==> config.mk <==
export PLATFORM = sky130hd
export DESIGN_NAME = rdp_ctrl
export DESIGN_NICKNAME = d
export VERILOG_FILES = /design/src/sv/rdp_pkg.sv /design/src/sv/rdp_ctrl.sv
export SDC_FILE = /design/constraint.sdc
export NUM_CORES = 1
export LEC_CHECK = 0
export ABC_AREA = 1
export CAP_MARGIN = 15
export CELL_PAD_IN_SITES_DETAIL_PLACEMENT = 1
export CELL_PAD_IN_SITES_GLOBAL_PLACEMENT = 1
export CORE_AREA = 2 2 39 41
export CTS_BUF_LIST = sky130_fd_sc_hd__clkbuf_4
export DETAILED_ROUTE_END_ITERATION = 10
export DIE_AREA = 0 0 41 43
export DONT_BUFFER_PORTS = 1
export GPL_TIMING_DRIVEN = 0
export PLACE_DENSITY = 0.46
export SYNTH_ARGS = -nofsm -noshare
export SYNTH_HDL_FRONTEND = slang
export SYNTH_SLANG_ARGS = --single-unit
==> constraint.sdc <==
create_clock -name clk -period 1.8 [get_ports clk]
set_input_delay 0.36 -clock clk [delete_from_list [all_inputs] [get_ports clk]]
set_output_delay 0.36 -clock clk [all_outputs]
set_load 0.1 [all_outputs]
==> src/sv/rdp_pkg.sv <==
// Package: shared types, constants and codes for the reuse distance profiler.
package rdp_pkg;
	localparam int STACK_DEPTH = 64;
	localparam int ADDRESS_BITS = 64;
	localparam int COUNT_BITS = 32;
	localparam int POS_BITS = $clog2(STACK_DEPTH);
	localparam int FILL_BITS = $clog2(STACK_DEPTH + 1);
	localparam int NUM_BINS = 8;
	localparam int COLD_BIN = 7;
	localparam int CNT_W = (COUNT_BITS < 32) ? COUNT_BITS : 32;
	localparam logic [5:0] DIST_MAX = 6'd63;

	typedef enum logic [1:0] {
		ACT_READ = 2'd0,
		ACT_WRITE = 2'd1,
		ACT_FINISH = 2'd2,
		ACT_NONE = 2'd3
	} action_t;

	typedef enum logic [2:0] {
		ST_IDLE,
		ST_ACCESS,
		ST_SCAN,
		ST_REPORT,
		ST_WAIT
	} state_t;

	typedef struct packed {
		logic load;
		logic access;
		logic scan;
		logic report;
		logic clear;
	} cmd_t;

	typedef struct packed {
		logic [1:0] action;
		logic scan_done;
		logic report_done;
	} sts_t;

	typedef struct packed {
		logic is_report;
		logic [5:0] distance;
		logic is_cold;
		logic is_write;
		logic [2:0] bin_index;
		logic [31:0] bin_count;
		logic [39:0] distance_sum;
		logic [31:0] access_count;
		logic [5:0] max_distance;
		logic [31:0] stream_count;
		logic last;
	} result_t;

	function automatic logic [2:0] bin_of(input logic [5:0] d);
		logic [2:0] b;
		b = 3'd0;
		for (int i = 0; i < 6; i++)
			if (d[i]) b = 3'(i + 1);
		return b;
	endfunction

	function automatic logic [CNT_W-1:0] sat_inc(input logic [CNT_W-1:0] v);
		return (&v) ? v : v + 1'b1;
	endfunction
endpackage

==> src/sv/rdp_ctrl.sv <==
// Controller: sequences access, stack scan and report transfers.
module rdp_ctrl import rdp_pkg::*; (
	input logic clk,
	input logic arst_n,
	input logic in_valid,
	output logic in_ready,
	output logic out_valid,
	input logic out_ready,
	input sts_t sts,
	output cmd_t cmd
);
	state_t state_q, state_d;
	logic ov_q, ov_d;

	always_ff @(posedge clk or negedge arst_n) begin
		if (!arst_n) begin
			state_q <= ST_IDLE;
			ov_q <= 1'b0;
		end else begin
			state_q <= state_d;
			ov_q <= ov_d;
		end
	end

	assign out_valid = ov_q;
	logic free;
	assign free = !ov_q || out_ready;

	always_comb begin
		state_d = state_q;
		ov_d = ov_q && !out_ready;
		cmd = '0;
		in_ready = 1'b0;
		case (state_q)
			ST_IDLE: begin
				in_ready = 1'b1;
				if (in_valid) begin
					cmd.load = 1'b1;
					state_d = ST_ACCESS;
				end
			end
			ST_ACCESS: begin
				if (sts.action == ACT_NONE) state_d = ST_IDLE;
				else if (sts.action == ACT_FINISH) state_d = ST_SCAN;
				else if (free) begin
					cmd.access = 1'b1;
					ov_d = 1'b1;
					state_d = ST_IDLE;
				end
			end
			ST_SCAN: begin
				cmd.scan = 1'b1;
				if (sts.scan_done) state_d = ST_REPORT;
			end
			ST_REPORT: begin
				if (free) begin
					cmd.report = 1'b1;
					ov_d = 1'b1;
					if (sts.report_done) state_d = ST_WAIT;
				end
			end
			ST_WAIT: begin
				cmd.clear = 1'b1;
				state_d = ST_IDLE;
			end
			default: state_d = ST_IDLE;
		endcase
	end
endmodule

Yosys cells after proc, flatten, opt, wreduce, memory -nomap -nowiden
Cells that the tools add are included.

storage, ports and cells
  register bits = 4
  output and inout port bits = 7
  logic and storage cells = 41
  input bits = 8

operators by class
  equality and inequality tests = 11
  reductions and logical operators = 6
  multiplexer cells = 22

operator list
  cell                number
  $mux 3              7
  $mux 1              13
  $pmux 3 s4          1
  $ne 2x2->1 const B  4
  $eq 3x2->1 const B  2
  $reduce_and 5->1    1
  $eq 2x2->1 const B  2
  $ne 4x4->1 const B  1
  $eq 3x1->1 const B  1
  $eq 3x3->1 const B  1
  $logic_not 3->1     1
  $logic_not 1->1     2
  $pmux 1 s2          1
  $logic_and 1x1->1   1
  $logic_or 1x1->1    1

Longest topological paths before layout
  word-level depth = 6
  depth in mapped cells = 8
  gate-level depth less buffers = 7

Least setup slack after synthesis
OpenSTA, ideal clock, no wires.

  kind = flip-flop to output port
  from = register ov_q (netlist: out_valid)
  to = output cmd[3] (netlist name)
  arrival = 3.021 ns
  stages on the path, launching flop included = 4
  required time = 1.440 ns
  path buffers = 0
  setup slack = -1.581 ns
  cells stage by stage = dfrtp_1 > inv_1 > nor2_1 > nor3_1

RTL lines
  item                    RTL line        RTL
  from (decl)             rdp_ctrl.sv:13  logic ov_q, ov_d;
  from (signal assigned)  rdp_ctrl.sv:21  ov_q <= ov_d;
  to (decl)               rdp_ctrl.sv:10  output cmd_t cmd

==> impl_metrics.tcl <==
set metrics [dict create \
    status "finished with violations" \
    violations "setup timing" \
    fin_nets 66 \
    synthTopCellsByArea "dfrtp_1 (33%), inv_1 (14%), nand2_1 (11%)" \
    worst_slack_ps -364 \
    startpoint_type "flip-flop" \
    crit_start "out_valid" \
    viasPerCell 4.51 \
    synthesis.nets 56 \
    slew_headroom 0.342 \
    clk_pin_slew_ps 40 \
    post-route-period-util 1.20 \
    antenna_cells 0 \
    drv_cap 0 \
    crit_path_end_kind "primary output" \
    drive_gt1_frac 0.439 \
    yosys_warnings 0 \
    ys_ff_latch 4 \
    clock.fmax_mhz 462 \
    ys_types 15 \
    synth_area_leader_cell "dfrtp_1" \
    seq_area_frac_synth 0.328 \
    track_usage 0.126 \
    path_class "reg2out" \
    drt-initial-drc-count 3 \
    clockBufferDepth 2 \
    ios 15 \
    die_w_um 41 \
    fp.coreArea_um2 1380 \
    syn_inst 48 \
    syn_area_um2 305 \
    grt_antenna_before_repair 0 \
    cts_max_level 1 \
    syn_to_final_growth_pct 54.9 \
    grt_max_degree 11 \
    rows 14 \
    grt_pass1_vias 345 \
    post_drt_wl_per_cell_um 11.3 \
    die-area_um2 1760 \
    firstDrtPassIters 2 \
    ant_nets 0 \
    clock_latency_ps 230 \
    arrival_ps 1800 \
    synth.top_cell.area_share 0.328 \
    period_needed_ps 2160 \
    vias 329 \
    fin_util 0.342 \
    place_congestion 0.759 \
    avgSynthCellArea_um2 6.36 \
    hold_class "in2reg" \
    hold_violations 0 \
    clock-root-buffer "clkbuf_4" \
    place_hpwl_um 651 \
    worst_pin_slew_ps 984 \
    grt_setup_unrepaired "yes" \
    fill_cells 169 \
    critPathRequiredTime_ps 1440 \
    final_common_cell "nand2_1" \
    drt-total-wl_um 826 \
    min_from "sts[3]" \
    drc 0 \
    slew_violations 0 \
    cts_made_buffers 3 \
    port_buffers 0 \
    die_h_um 43 \
    setup_viol 3 \
    cts_tree "done" \
    r2r_start "out_valid" \
    layout_common_cells "nand2_1 (9), inv_1 (8), nor2_4 (6)" \
    start_util 0.221 \
    path_max_fanout 2 \
    clkSinkCount 4 \
    setup_tns_ps -903 \
    overflow 0 \
    clock_skew_ps 7.04 \
    grt_pass1_wl_mm 1.45 \
]
-- final cells by class --
class / count / area, um^2 / area share
Timing Repair Buffer: 5 / 43.8 / 0.0926
Buffer: 1 / 11.3 / 0.0238
Tap cell: 16 / 20.0 / 0.0423
Sequential cell: 4 / 105 / 0.222
Multi-Input combinational cell: 31 / 211 / 0.447
Clock buffer: 4 / 30.0 / 0.0635
Inverter: 12 / 51.3 / 0.108
-- critical path, stage by stage, from the launching register on --
cell and delay (ps):
dfrtp_4 610, inv_2 120, nor2_4 50, nor3_4 790
-- routing by layer --
metal	wire, um	up-vias	GRT usage
li1	-	167	-
met1	332	153	0.157
met2	444	9	0.175
met3	50	0	0.0157
met4	0	0	0.120
met5	0	-	0
-- path summary, 6_finish.rpt --
path | to | slack, ps | cells past startpoint
worst max-delay path | cmd[3] | -360 | 3
worst min-delay path | out_valid | 340 | 3
worst max register to register | state_q[1] | 230 | 9
worst min register to register | out_valid | 680 | 3
max in group asynchronous | state_q[2] | 1200 | 1
min in group asynchronous | out_valid | 400 | 1
-- sequential cells by signal, summed over array words and instances (netlist names) --
name,cells
out_valid,1
state_q,3
-- cell families after synthesis --
kind of cell,count (synthesis),synth area share
flip-flops,4,0.328
buffers and inverters,13,0.184
AND/OR/NAND/NOR,26,0.373
AO/OA/AOI/OAI,5,0.115
-- synthesized netlist by cell type --
cell type  number
o21ai_2         1
nor2_1          7
o21ai_1         1
nand3_1         4
dfrtp_1         4
inv_1          11
nand2_2         1
a31oi_1         1
nor3_1          3
nand2_1         9
o211ai_1        1
inv_2           1
buf_6           1
nor2_2          2
o21bai_1        1
-- per-stage QoR --
stage                     worst slack, ps  instance area, um^2  hold slack, ps  std cells
after floorplan                      -173                  342            64.4         48
after global placement               -225                  362            64.5         64
after detailed placement             -233                  362            64.5         64
after CTS                            -400                  459             326         72
after global routing                 -415                  473             381         73
final                                -364                  473             336         73
-- what timing repair did --
action | 4_1_cts | 5_1_grt
pin swaps | 4 | 4
hold buffers | 1 | 0
endpoints found under the hold margin | 4 | 0
buffers inserted | 3 | 2
endpoints found under the setup margin | 6 | 4
gates resized for setup | 11 | 3
Power is left out: the tool's default activity adds up to more than one toggle a clock period on the data nets, which glitch-free logic cannot reach.
